File: src/design/wildcard_byte_pattern_scan_top_assert.svh
// Assertion macros for the wildcard byte pattern scanner.
`ifndef WILDCARD_BYTE_PATTERN_SCAN_TOP_ASSERT_SVH
`define WILDCARD_BYTE_PATTERN_SCAN_TOP_ASSERT_SVH

// Same-cycle implication, disabled during reset.
`define WBPS_ASSERT_IMPLY(label, clk, rstn, ante, cons) \
    label: assert property (@(posedge clk) disable iff (!(rstn)) (ante) |-> (cons)) \
        else $error("wbps assertion failed");

// Next-cycle implication, disabled during reset.
`define WBPS_ASSERT_NEXT(label, clk, rstn, ante, cons) \
    label: assert property (@(posedge clk) disable iff (!(rstn)) (ante) |=> (cons)) \
        else $error("wbps assertion failed");

`endif

File: src/design/wbps_pkg.sv
// Shared constants, register indexes and types of the byte pattern scanner.
`timescale 1ns / 1ps

package wbps_pkg;

    localparam int MAX_PATTERN   = 16;
    localparam int COUNT_BITS    = 32;
    localparam int ADDR_BITS     = 48;
    localparam int LEN_BITS      = 5;
    localparam int PAT_IDX_BITS  = $clog2(MAX_PATTERN);
    localparam int CFG_IDX_BITS  = 3;
    localparam int CFG_DATA_BITS = 64;
    localparam int QUEUE_DEPTH   = 2;
    localparam int QPTR_BITS     = $clog2(QUEUE_DEPTH);
    localparam int QCNT_BITS     = $clog2(QUEUE_DEPTH + 1);

    localparam logic [COUNT_BITS-1:0] COUNT_MAX = '1;

    localparam logic [CFG_IDX_BITS-1:0] REG_PATTERN_LOW    = 3'd0;
    localparam logic [CFG_IDX_BITS-1:0] REG_PATTERN_HIGH   = 3'd1;
    localparam logic [CFG_IDX_BITS-1:0] REG_CARE_MASK      = 3'd2;
    localparam logic [CFG_IDX_BITS-1:0] REG_PATTERN_LENGTH = 3'd3;
    localparam logic [CFG_IDX_BITS-1:0] REG_BASE_ADDRESS   = 3'd4;
    localparam logic [CFG_IDX_BITS-1:0] REG_FIRST_ONLY     = 3'd5;

    typedef struct packed {
        logic [MAX_PATTERN*8-1:0] pattern;
        logic [MAX_PATTERN-1:0]   care_mask;
        logic [LEN_BITS-1:0]      pattern_length;
        logic [ADDR_BITS-1:0]     base_address;
        logic                     first_only;
    } cfg_t;

    // One classified byte that produces a result.
    typedef struct packed {
        logic [COUNT_BITS-1:0] offset;
        logic                  hit;
        logic                  last;
        logic                  any_found;
    } event_t;

endpackage

File: src/design/wildcard_byte_pattern_scan_top.sv
// Top level of the wildcard byte pattern scanner: config registers, front, queue, back.
`timescale 1ns / 1ps
//
// Scans a byte stream for a signature of up to 16 bytes with per-byte care bits.
// Input channel (s_valid/s_ready): one byte per transfer, s_last_byte on the final
// byte of a region. Result channel (m_valid/m_ready): one transfer per byte that is a
// hit or the last byte (end of scan, with any_found); other bytes give no result.
// Config channel (cfg_valid/cfg_ready): cfg_index selects pattern_low, pattern_high,
// care_mask, pattern_length, base_address, first_only; cfg_ready is always high and
// writes are expected only while the scanner is idle. Unknown indexes are dropped.
// Throughput: one byte per cycle while the queue has room; window shift and masked
// compare finish in the cycle the byte is taken. The front classifies the byte into
// the queue at the transfer edge; the back adds the base address when it pops the
// queue head into the output register, which drives m_valid.
// A two-entry queue sits between front and back. When the receiver stalls, the
// output register holds, the queue fills, and s_ready drops once it is full.
// Reset (aresetn low, synchronous) restores the config defaults, clears the window,
// byte count, found flag, queue and output valid.
//

`include "wildcard_byte_pattern_scan_top_assert.svh"

module wildcard_byte_pattern_scan_top (
    input  logic                                 aclk,
    input  logic                                 aresetn,
    // config write channel
    input  logic                                 cfg_valid,
    output logic                                 cfg_ready,
    input  logic [wbps_pkg::CFG_IDX_BITS-1:0]    cfg_index,
    input  logic [wbps_pkg::CFG_DATA_BITS-1:0]   cfg_data,
    // byte input
    input  logic                                 s_valid,
    output logic                                 s_ready,
    input  logic [7:0]                           s_data_byte,
    input  logic                                 s_last_byte,
    // results
    output logic                                 m_valid,
    input  logic                                 m_ready,
    output logic [wbps_pkg::ADDR_BITS-1:0]       m_match_address,
    output logic                                 m_hit,
    output logic                                 m_end_of_scan,
    output logic                                 m_any_found
);

    logic [63:0]                          pat_low_reg;
    logic [63:0]                          pat_high_reg;
    logic [wbps_pkg::MAX_PATTERN-1:0]     care_reg;
    logic [wbps_pkg::LEN_BITS-1:0]        len_reg;
    logic [wbps_pkg::ADDR_BITS-1:0]       base_reg;
    logic                                 first_only_reg;
    wbps_pkg::cfg_t                       cfg;

    logic                                 evt_push;
    wbps_pkg::event_t                     evt;
    wbps_pkg::event_t                     head_evt;
    logic                                 q_not_empty;
    logic                                 q_full;
    logic                                 q_pop;

    assign cfg_ready = 1'b1;

    // Register file; each write keeps only the register's own width.
    always_ff @(posedge aclk) begin
        if (!aresetn) begin
            pat_low_reg    <= '0;
            pat_high_reg   <= '0;
            care_reg       <= '1;
            len_reg        <= wbps_pkg::LEN_BITS'(1);
            base_reg       <= '0;
            first_only_reg <= 1'b0;
        end else if (cfg_valid && cfg_ready) begin
            case (cfg_index)
                wbps_pkg::REG_PATTERN_LOW: begin
                    pat_low_reg <= cfg_data;
                end
                wbps_pkg::REG_PATTERN_HIGH: begin
                    pat_high_reg <= cfg_data;
                end
                wbps_pkg::REG_CARE_MASK: begin
                    care_reg <= cfg_data[wbps_pkg::MAX_PATTERN-1:0];
                end
                wbps_pkg::REG_PATTERN_LENGTH: begin
                    len_reg <= cfg_data[wbps_pkg::LEN_BITS-1:0];
                end
                wbps_pkg::REG_BASE_ADDRESS: begin
                    base_reg <= cfg_data[wbps_pkg::ADDR_BITS-1:0];
                end
                wbps_pkg::REG_FIRST_ONLY: begin
                    first_only_reg <= cfg_data[0];
                end
                default: begin
                end
            endcase
        end
    end

    assign cfg.pattern        = {pat_high_reg, pat_low_reg};
    assign cfg.care_mask      = care_reg;
    assign cfg.pattern_length = len_reg;
    assign cfg.base_address   = base_reg;
    assign cfg.first_only     = first_only_reg;

    // Input is taken whenever the queue has room.
    assign s_ready = !q_full;

    wbps_front u_front (
        .aclk      (aclk),
        .aresetn   (aresetn),
        .cfg       (cfg),
        .in_valid  (s_valid),
        .in_ready  (s_ready),
        .data_byte (s_data_byte),
        .last_byte (s_last_byte),
        .evt_push  (evt_push),
        .evt       (evt)
    );

    wbps_queue u_queue (
        .aclk      (aclk),
        .aresetn   (aresetn),
        .push      (evt_push),
        .push_evt  (evt),
        .pop       (q_pop),
        .head_evt  (head_evt),
        .not_empty (q_not_empty),
        .full      (q_full)
    );

    wbps_back u_back (
        .aclk          (aclk),
        .aresetn       (aresetn),
        .base_address  (base_reg),
        .head_evt      (head_evt),
        .head_valid    (q_not_empty),
        .pop           (q_pop),
        .out_valid     (m_valid),
        .out_ready     (m_ready),
        .match_address (m_match_address),
        .hit           (m_hit),
        .end_of_scan   (m_end_of_scan),
        .any_found     (m_any_found)
    );

    // A result that is not a hit carries a zero address.
    `WBPS_ASSERT_IMPLY(a_nohit_addr_zero, aclk, aresetn, m_valid && !m_hit, m_match_address == '0)
    // any_found is only raised at end of scan, and always when that result is a hit.
    `WBPS_ASSERT_IMPLY(a_any_only_eos, aclk, aresetn, m_valid && !m_end_of_scan, !m_any_found)
    `WBPS_ASSERT_IMPLY(a_hit_eos_any, aclk, aresetn, m_valid && m_hit && m_end_of_scan, m_any_found)
    // Stalled output with a full queue must keep the input closed.
    `WBPS_ASSERT_NEXT(a_full_blocks, aclk, aresetn, q_full && m_valid && !m_ready && !q_pop, !s_ready)

endmodule

File: src/design/wbps_front.sv
// Front end: byte window, region counter, masked compare and hit classification.
`timescale 1ns / 1ps

module wbps_front (
    input  logic                   aclk,
    input  logic                   aresetn,
    input  wbps_pkg::cfg_t         cfg,
    input  logic                   in_valid,
    input  logic                   in_ready,
    input  logic [7:0]             data_byte,
    input  logic                   last_byte,
    output logic                   evt_push,
    output wbps_pkg::event_t       evt
);

    logic [7:0]                        win_reg   [wbps_pkg::MAX_PATTERN];
    logic [7:0]                        win_shift [wbps_pkg::MAX_PATTERN];
    logic [wbps_pkg::COUNT_BITS-1:0]   seen_reg;
    logic [wbps_pkg::COUNT_BITS-1:0]   seen_next;
    logic                              found_reg;
    logic [wbps_pkg::LEN_BITS-1:0]     len_eff;
    logic                              match;
    logic                              full_window;
    logic                              hit;
    logic                              accept;

    assign accept = in_valid && in_ready;

    always_comb begin
        len_eff = cfg.pattern_length;
        if (cfg.pattern_length == '0) begin
            len_eff = wbps_pkg::LEN_BITS'(1);
        end else if (cfg.pattern_length > wbps_pkg::LEN_BITS'(wbps_pkg::MAX_PATTERN)) begin
            len_eff = wbps_pkg::LEN_BITS'(wbps_pkg::MAX_PATTERN);
        end
    end

    always_comb begin
        win_shift[0] = data_byte;
        for (int i = 1; i < wbps_pkg::MAX_PATTERN; i++) begin
            win_shift[i] = win_reg[i-1];
        end
    end

    assign seen_next = (seen_reg == wbps_pkg::COUNT_MAX) ? seen_reg
                                                         : seen_reg + 1'b1;

    // Window slot p holds signature byte len-1-p.
    always_comb begin
        logic [wbps_pkg::LEN_BITS-1:0]     pos;
        logic [wbps_pkg::LEN_BITS-1:0]     k;
        logic [wbps_pkg::PAT_IDX_BITS-1:0] ki;
        match = 1'b1;
        for (int p = 0; p < wbps_pkg::MAX_PATTERN; p++) begin
            pos = wbps_pkg::LEN_BITS'(p);
            k   = len_eff - wbps_pkg::LEN_BITS'(1) - pos;
            ki  = k[wbps_pkg::PAT_IDX_BITS-1:0];
            if (pos < len_eff && cfg.care_mask[ki]
                    && win_shift[p] != cfg.pattern[{ki, 3'b000} +: 8]) begin
                match = 1'b0;
            end
        end
    end

    assign full_window = seen_next >= wbps_pkg::COUNT_BITS'(len_eff);
    assign hit         = full_window && match && !(cfg.first_only && found_reg);

    assign evt_push      = accept && (hit || last_byte);
    assign evt.offset    = seen_next - wbps_pkg::COUNT_BITS'(len_eff);
    assign evt.hit       = hit;
    assign evt.last      = last_byte;
    assign evt.any_found = last_byte && (found_reg || hit);

    always_ff @(posedge aclk) begin
        if (!aresetn) begin
            seen_reg  <= '0;
            found_reg <= 1'b0;
            for (int i = 0; i < wbps_pkg::MAX_PATTERN; i++) begin
                win_reg[i] <= '0;
            end
        end else if (accept) begin
            if (last_byte) begin
                seen_reg  <= '0;
                found_reg <= 1'b0;
                for (int i = 0; i < wbps_pkg::MAX_PATTERN; i++) begin
                    win_reg[i] <= '0;
                end
            end else begin
                seen_reg  <= seen_next;
                found_reg <= found_reg || hit;
                for (int i = 0; i < wbps_pkg::MAX_PATTERN; i++) begin
                    win_reg[i] <= win_shift[i];
                end
            end
        end
    end

endmodule

File: src/design/wbps_queue.sv
// Short event queue between front and back end.
`timescale 1ns / 1ps

module wbps_queue (
    input  logic                 aclk,
    input  logic                 aresetn,
    input  logic                 push,
    input  wbps_pkg::event_t     push_evt,
    input  logic                 pop,
    output wbps_pkg::event_t     head_evt,
    output logic                 not_empty,
    output logic                 full
);

    wbps_pkg::event_t                 mem [wbps_pkg::QUEUE_DEPTH];
    logic [wbps_pkg::QPTR_BITS-1:0]   wr_ptr_reg;
    logic [wbps_pkg::QPTR_BITS-1:0]   rd_ptr_reg;
    logic [wbps_pkg::QCNT_BITS-1:0]   count_reg;
    logic                             do_push;
    logic                             do_pop;

    assign full      = count_reg == wbps_pkg::QCNT_BITS'(wbps_pkg::QUEUE_DEPTH);
    assign not_empty = count_reg != '0;
    assign do_push   = push && !full;
    assign do_pop    = pop && not_empty;
    assign head_evt  = mem[rd_ptr_reg];

    always_ff @(posedge aclk) begin
        if (do_push) begin
            mem[wr_ptr_reg] <= push_evt;
        end
    end

    always_ff @(posedge aclk) begin
        if (!aresetn) begin
            wr_ptr_reg <= '0;
            rd_ptr_reg <= '0;
            count_reg  <= '0;
        end else begin
            if (do_push) begin
                wr_ptr_reg <= (wr_ptr_reg == wbps_pkg::QPTR_BITS'(wbps_pkg::QUEUE_DEPTH - 1))
                              ? '0 : wr_ptr_reg + 1'b1;
            end
            if (do_pop) begin
                rd_ptr_reg <= (rd_ptr_reg == wbps_pkg::QPTR_BITS'(wbps_pkg::QUEUE_DEPTH - 1))
                              ? '0 : rd_ptr_reg + 1'b1;
            end
            if (do_push && !do_pop) begin
                count_reg <= count_reg + 1'b1;
            end else if (do_pop && !do_push) begin
                count_reg <= count_reg - 1'b1;
            end
        end
    end

endmodule

File: src/design/wbps_back.sv
// Back end: match address add and registered result output.
`timescale 1ns / 1ps

module wbps_back (
    input  logic                             aclk,
    input  logic                             aresetn,
    input  logic [wbps_pkg::ADDR_BITS-1:0]   base_address,
    input  wbps_pkg::event_t                 head_evt,
    input  logic                             head_valid,
    output logic                             pop,
    output logic                             out_valid,
    input  logic                             out_ready,
    output logic [wbps_pkg::ADDR_BITS-1:0]   match_address,
    output logic                             hit,
    output logic                             end_of_scan,
    output logic                             any_found
);

    logic                             valid_reg;
    logic [wbps_pkg::ADDR_BITS-1:0]   addr_reg;
    logic [wbps_pkg::ADDR_BITS-1:0]   addr_next;
    logic                             hit_reg;
    logic                             eos_reg;
    logic                             any_reg;

    assign pop       = head_valid && (!valid_reg || out_ready);
    assign addr_next = head_evt.hit
                       ? base_address + wbps_pkg::ADDR_BITS'(head_evt.offset)
                       : '0;

    always_ff @(posedge aclk) begin
        if (!aresetn) begin
            valid_reg <= 1'b0;
        end else if (pop) begin
            valid_reg <= 1'b1;
        end else if (out_ready) begin
            valid_reg <= 1'b0;
        end
    end

    always_ff @(posedge aclk) begin
        if (pop) begin
            addr_reg <= addr_next;
            hit_reg  <= head_evt.hit;
            eos_reg  <= head_evt.last;
            any_reg  <= head_evt.any_found;
        end
    end

    assign out_valid     = valid_reg;
    assign match_address = addr_reg;
    assign hit           = hit_reg;
    assign end_of_scan   = eos_reg;
    assign any_found     = any_reg;

endmodule

File: config.mk
export PLATFORM = sky130hd
export DESIGN_NAME = wildcard_byte_pattern_scan_top
export DESIGN_NICKNAME = d
export VERILOG_FILES = /design/src/design/wbps_pkg.sv /design/src/design/wildcard_byte_pattern_scan_top.sv /design/src/design/wbps_front.sv /design/src/design/wbps_queue.sv /design/src/design/wbps_back.sv
export VERILOG_INCLUDE_DIRS = /design/src /design/src/design
export SDC_FILE = /design/constraint.sdc
export NUM_CORES = 1
export LEC_CHECK = 0
export BUFFER_PORTS_ARGS = -buffer_cell sky130_fd_sc_hd__buf_4
export CAP_MARGIN = 30
export CORE_MARGIN = 3
export CORE_UTILIZATION = 45
export CTS_BUF_LIST = sky130_fd_sc_hd__clkbuf_16
export DETAILED_ROUTE_END_ITERATION = 8
export HOLD_SLACK_MARGIN = 0.15
export PLACE_DENSITY_LB_ADDON = 0.2
export SLEW_MARGIN = 40
export SYNTH_ARGS = -nofsm -noshare
export SYNTH_HDL_FRONTEND = slang
export SYNTH_SLANG_ARGS = --single-unit
File: constraint.sdc
create_clock -name aclk -period 10.5 [get_ports aclk]
set_input_delay 1.05 -clock aclk [delete_from_list [all_inputs] [get_ports aclk]]
set_output_delay 1.05 -clock aclk [all_outputs]
set_load 0.01 [all_outputs]
---- After elaboration in Yosys (flattened, before gate mapping) ----
Memory sizes are Yosys's and may differ from the RTL's. A register that Yosys moved wholly into a read port is not among the register bits.
Index checks and enable logic that the tools add are counted.
cells by class
  order comparisons ....................... 34
  eq/ne operators ......................... 23
  bitwise logic cells ..................... 32
  reduce and logical (&&, ||, !) cells .... 62
  shift-type cells ........................ 16
  $add $sub $neg .......................... 23
  muxes and demuxes ....................... 104
operators by type and width
  kind                                                        count
  indexed part select 128 x 8 -> 8 bit                        16
  2-to-1 mux 8 bit                                            32
  inequality test 8 bit                                       16
  less-than comparator 4 x 5 -> 1 bit, second input constant  16
  binary-select mux 1 bit (select 4 bit)                      16
  2-to-1 mux 32 bit                                           2
  2-to-1 mux 1 bit                                            50
  adder 48 x 32 -> 48 bit                                     1
  logical AND 1 bit                                           43
  less-than comparator 4 x 5 -> 1 bit, first input constant   8
  adder 32 x 1 -> 32 bit, second input constant               1
  equality test 32 bit, second input constant                 1
  >= comparator 32 x 5 -> 1 bit                               1
  OR 1 bit                                                    32
  subtractor 32 x 5 -> 32 bit                                 1
  subtractor 4 bit, second input constant                     8
  less-than comparator 3 x 5 -> 1 bit, first input constant   4
  subtractor 4 x 3 -> 4 bit, second input constant            4
  AND reduction 2 bit                                         6
  less-than comparator 1 x 5 -> 1 bit, first input constant   2
  less-than comparator 2 x 5 -> 1 bit, first input constant   2
  2-to-1 mux 5 bit                                            2
  subtractor 4 x 1 -> 4 bit, second input constant            2
  subtractor 4 x 2 -> 4 bit, second input constant            2
  other kinds (14)                                            26
storage, ports and cells
  logic and storage cells ................. 312
  memories kept ........................... 2
  input bits .............................. 81
  output and inout port bits .............. 54
  RAM bits ................................ 198
  flip-flop bits (word level) ............. 287
memories
  name             depth  width  rd ports  clocked after memory_dff  write ports  RTL line          text
  u_front.win_reg  16     8      15        0                         16           wbps_front.sv:16  logic [7:0] win_reg [wbps_pkg::MAX_PATTERN];
  u_queue.mem      2      35     1         1                         1            wbps_queue.sv:15  wbps_pkg::event_t mem [wbps_pkg::QUEUE_DEPTH];

---- Depth between registers and ports, before layout ----
  depth in word-level cells ............... 33
  gate-level depth with buffers ........... 32
  gate-level depth less buffers ........... 25

---- Cells and area by module ----
A second synthesis with hierarchy kept.
unflattened totals
  cell total of the unflattened synthesis .. 2997
  area, all modules ....................... 30799.5 sq um
modules (own cells, without submodules)
  module                          seq. area each (sq um)  area each (sq um)  times used  cells each
  wbps_front                      4184.0                  16479.6            1           1702
  wildcard_byte_pattern_scan_top  3963.8                  7469.7             1           736
  wbps_back                       1551.5                  4090.2             1           425
  wbps_queue                      2202.1                  2760.1             1           134

---- Worst setup path after synthesis ----
Ideal clock, no wire load.
  path kind ............................... register to register
  from .................................... reg len_reg[1] (netlist bit)
  to ...................................... mem u_queue.mem[1][0] (netlist bit), enable pin
  path buffers ............................ 10
  data required time ...................... 10061 ps
  arrival ................................. 8222 ps
  stages on the path, launching flop included .. 29
  library setup time ...................... 439 ps
  slack ................................... 1839 ps
  clock period less this slack ............ 8661 ps
  cell sequence ........................... dfxtp_1 buf_6 or4_4 nand2_8 inv_4 buf_6 buf_6 buf_4 buf_1 clkbuf_1 ha_1 xnor2_1 clkbuf_1 clkbuf_1 ha_1 or3b_2 o221ai_1 a211oi_1 xnor2_1 buf_2 buf_2 mux2i_1 mux2i_1 xor2_1 nor4_1 a21oi_1 nor4_2 nand2_2 a21oi_1
on the way
  longest elaborated chain between the ends .. 31
  elaborated cells between the ends (all ways) .. 156
  those cells by class .................... 16 x add/sub; 18 x order compare; 16 x eq/ne; 16 x shift; 52 x mux; 38 x reduce/logical
RTL lines
  item                                                                                RTL line                              text
  from (decl)                                                                         wildcard_byte_pattern_scan_top.sv:48  logic [wbps_pkg::LEN_BITS-1:0] len_reg;
  from (signal assigned)                                                              wildcard_byte_pattern_scan_top.sv:68  len_reg <= wbps_pkg::LEN_BITS'(1);
  from (signal assigned)                                                              wildcard_byte_pattern_scan_top.sv:83  len_reg <= cfg_data[wbps_pkg::LEN_BITS-1:0];
  > comparator 5 bit                                                                  wbps_front.sv:33                      end else if (cfg.pattern_length > wbps_pkg::LEN_BITS'(wbps_pkg::MAX_PATTERN)) begin
  2-to-1 mux 5 bit                                                                    wbps_front.sv:33
  2-to-1 mux 5 bit (*)                                                                wbps_front.sv:31                      if (cfg.pattern_length == '0) begin
  parallel branches: the longest is 21 deep, another holds subtractor 4 x 1 -> 4 bit  --
  logical AND 1 bit (*) (2 in a row)                                                  wbps_front.sv:66                      assign hit = full_window && match && !(cfg.first_only && found_reg);
  logical OR 1 bit (*)                                                                wbps_front.sv:68                      assign evt_push = accept && (hit || last_byte);
  logical AND 1 bit (*)                                                               wbps_front.sv:68
  logical AND 1 bit (*)                                                               wbps_queue.sv:24                      assign do_push = push && !full;
  2-to-1 mux 1 bit (*)                                                                wbps_queue.sv:29                      if (do_push) begin
  2-to-1 mux 1 bit (implied by the code) (*)                                          wbps_queue.sv:30                      mem[wr_ptr_reg] <= push_evt;
  to (decl)                                                                           wbps_queue.sv:15
Mark *: on every way between the ends. The select of a mux whose other input is x is not followed.

---- Worst setup path after layout ----
  from .................................... reg len_reg[1] (netlist bit)
  to ...................................... mem u_queue.mem[0][25] (netlist bit), enable pin
The elaborated chain is that of the path after synthesis.

==> run_results.csv <==
group,metric,value,unit
die,core-area,68900,µm²
place,gp_congestion,1.03,
logic_synthesis,synth_cell_types,81,
drt,via_count,25700,
worst_hold_path,hold_end,"base_reg[4]",
worst_setup_path,critPathMaxFanout,52,
clock_network,clk_latency,630,ps
worst_setup_path,r2r-end,"u_queue.mem[0][25]",
die,die_y,270,µm
pwr,finalPower,5410,µW
sta,fmax,127,MHz
logic_synthesis,synth_most_common_cell,"nand2_1",
sta,period_minus_slack,7850,ps
logic_synthesis,post_synth_most_frequent_cells,"572 x nand2_1, 245 x dfxtp_1, 233 x edfxtp_1, 208 x mux2i_1, 191 x a21boi_0",
worst_setup_path,worstReg2RegStart,"len_reg[1]",
flow_run,maxCapViolCount,0,
worst_setup_path,ff2ff_setup_slack,2650,ps
worst_hold_path,hold_path_depth,2,
status,status,"finished, final reports clean",
sta,maxSlewViolCount,0,
sta,slew_headroom,0.448,
drt,drt-initial-drc-count,2724,
pwr,ir_drop,0.158,mV
logic_synthesis,synth_edf_count,233,
logic_synthesis,synth.area.top_cells,"edfxtp_1 22%, dfxtp_1 16%, mux4_2 14%",
pwr,power_density,155,nW/µm²
place,portBuffers,133,
clock_network,cts_buffer_depth,3,
logic_synthesis,netlist_instances,3116,
clock_network,cts_made_buffers,53,
die,rows,96,
logic_synthesis,synth-seq-cells,478,
die,die_x,270,µm
worst_setup_path,crit_path_start_kind,"flop",
worst_hold_path,worst_hold_path_type,"flop to flop",
logic_synthesis,async_flop_share,0,
finish,areaGrowthSynthToFinish,11.3,%
worst_setup_path,critPathRequiredTime,10750,ps
clock_network,clock-sinks,478,
sta,setup_tns,0,ps
worst_setup_path,cp-end-kind,"flop",
global_routing,grt_pass1_vias,24300,
drt,routedWlPerCell,28.3,µm
finish,layout-drive-gt1-share,0.172,
drt,routed_wl,116,mm
clock_network,postCtsHoldBufs,0,
drt,antenna_violating_nets_post_route,0,
logic_synthesis,yosys_warnings,0,
sta,finalHoldViolCount,0,
global_routing,grt_usage,0.310,
pwr,p_leak,0.0128,µW
worst_setup_path,reg2regPathDepth,21,
worst_setup_path,critPathKind,"flop to flop",
drt,drc_errors,0,
die,dieArea,73100,µm²
clock_network,ctsResizeCount,0,
worst_setup_path,arrival,8100,ps
place,place_ws,2730,ps
logic_synthesis,ys.flop_type,"dfxtp_1",
global_routing,antenna_found_initial,4,
logic_synthesis,syn-num-nets,3249,
die,initial_utilization,0.456,
logic_synthesis,synth_top_cell_by_area,"edfxtp_1",
clock_network,cts-root-buf,"clkbuf_16",
global_routing,grt_pass1_wl,169,mm
finish,largest_register_ffs,120,
drt,via_per_inst,6.25,
logic_synthesis,avgSynthCellArea,10.1,µm²
clock_network,cts_setup_buffers,0,
logic_synthesis,synth_top_cell_area_share,0.223,
sta,timing.final.crit_share,0.747,
sta,grt_setup_unrepaired,"no",
sta,worstMarginPinSlew,828,ps
logic_synthesis,syn_area,31400,µm²
clock_network,clk_pin_slew,60,ps
sta,timing.final.ws_setup,2650,ps
clock_network,htree_num_levels,2,
die,num_io_pins,135,
drt,dr.pass1.iters,5,
worst_hold_path,min-delay-start,"base_reg[4]",
sta,setup_viol,0,
global_routing,grt_max_degree,112,
sta,clock_skew,21.4,ps
global_routing,grt_overflow,0,
clock_network,cts_tree,"built",
logic_synthesis,yosysSeqAreaShare,0.379,
place,dp_hpwl,88.0,mm
finish,nNetsFinal,3264,
## area by class of cell
class / count / area, µm²
sequential: 478 / 11900
fill: 6320 / 34000
antenna: 3 / 7.51
timing repair buffer: 176 / 1350
tap: 931 / 1160
multi-input combinational: 2380 / 18700
clock inverter: 42 / 283
clock buffer: 57 / 1430
inverter: 42 / 165
## metrics by stage
step / utilization / cell area, µm² / std cells / hold slack, ps
after floorplan: - / 31400 / 3116 / 448
after global routing: 0.507 / 35000 / 4107 / 497
after detailed placement: 0.482 / 33200 / 4007 / 467
after global placement: 0.480 / 33100 / 4006 / 462
final: 0.507 / 35000 / 4109 / 471
after CTS: 0.507 / 34900 / 4106 / 475
## worst max-delay path by stage
stage	startpoint	end	slack, ps
after floorplan	len_reg[1]	u_queue.mem[1][0]	1840
after global placement	len_reg[1]	u_queue.count_reg[1]	2880
after detailed placement	len_reg[1]	u_queue.count_reg[1]	2730
after CTS	len_reg[1]	u_queue.mem[0][26]	2710
after global routing	len_reg[1]	u_queue.mem[0][26]	2340
final	len_reg[1]	u_queue.mem[0][25]	2650
## cells in the final DEF, fill, tap and decap left out, drive strengths merged, types with 6 or more instances in the layout
cell type,count
nand2,574
nand2b,10
mux4,189
nand3b,6
clkbuf,57
dfxtp,245
nand4,24
and3,46
nor3,25
nor2,113
o31a,6
xor2,102
inv,59
a22oi,15
ha,50
or3,19
a21o,18
mux2i,208
o221ai,9
a21boi,191
nand3,55
a31oi,33
nor3b,9
mux2,43
nor2b,47
a21oi,92
o22ai,8
o21bai,9
and4,6
and2,133
edfxtp,233
o211ai,17
xnor2,118
buf,176
nor4,26
a211oi,21
o21ai,81
clkinv,20
a2111oi,7
a41oi,6
## critical path: stages (launching register included)
cell	delay, ps
dfxtp_1	300
buf_4	250
or4_4	640
nand2_8	330
inv_4	370
ha_1	460
buf_4	530
ha_1	300
or3b_2	450
o221ai_1	160
a211oi_1	70
buf_4	190
xnor2_2	170
buf_4	360
mux4_2	560
xor2_1	150
nor4_1	380
a21oi_1	140
nor4_2	560
nand2_2	280
a211oi_4	290
buf_4	460
## metal layers
| layer | GRT usage | wire length (µm) |
|---|---|---|
| met5 | 0 | 13 |
| met3 | 0.0517 | 9070 |
| met2 | 0.500 | 54100 |
| met4 | 0.168 | 7500 |
| met1 | 0.399 | 45500 |
## report_power, final
| part | total, µW | switching [µW] | internal [µW] |
|---|---|---|---|
| registers | 2400 | 175 | 2230 |
| logic | 1160 | 688 | 468 |
| clock network | 1850 | 818 | 1030 |
| total | 5410 | 1680 | 3730 |
## cell families (layout without fill, tap and decap cells)
group,count (synthesis),after routing,synth area share
simple gates,1117,1117,0.168
compound gates,550,550,0.120
fa+ha+maj,52,52,0.0212
xor+xnor,220,220,0.0615
flops,478,478,0.379
other cells,1,4,0.000119
mux,440,440,0.217
buf+inv,258,317,0.0340
(Power assumes the default switching activity.)
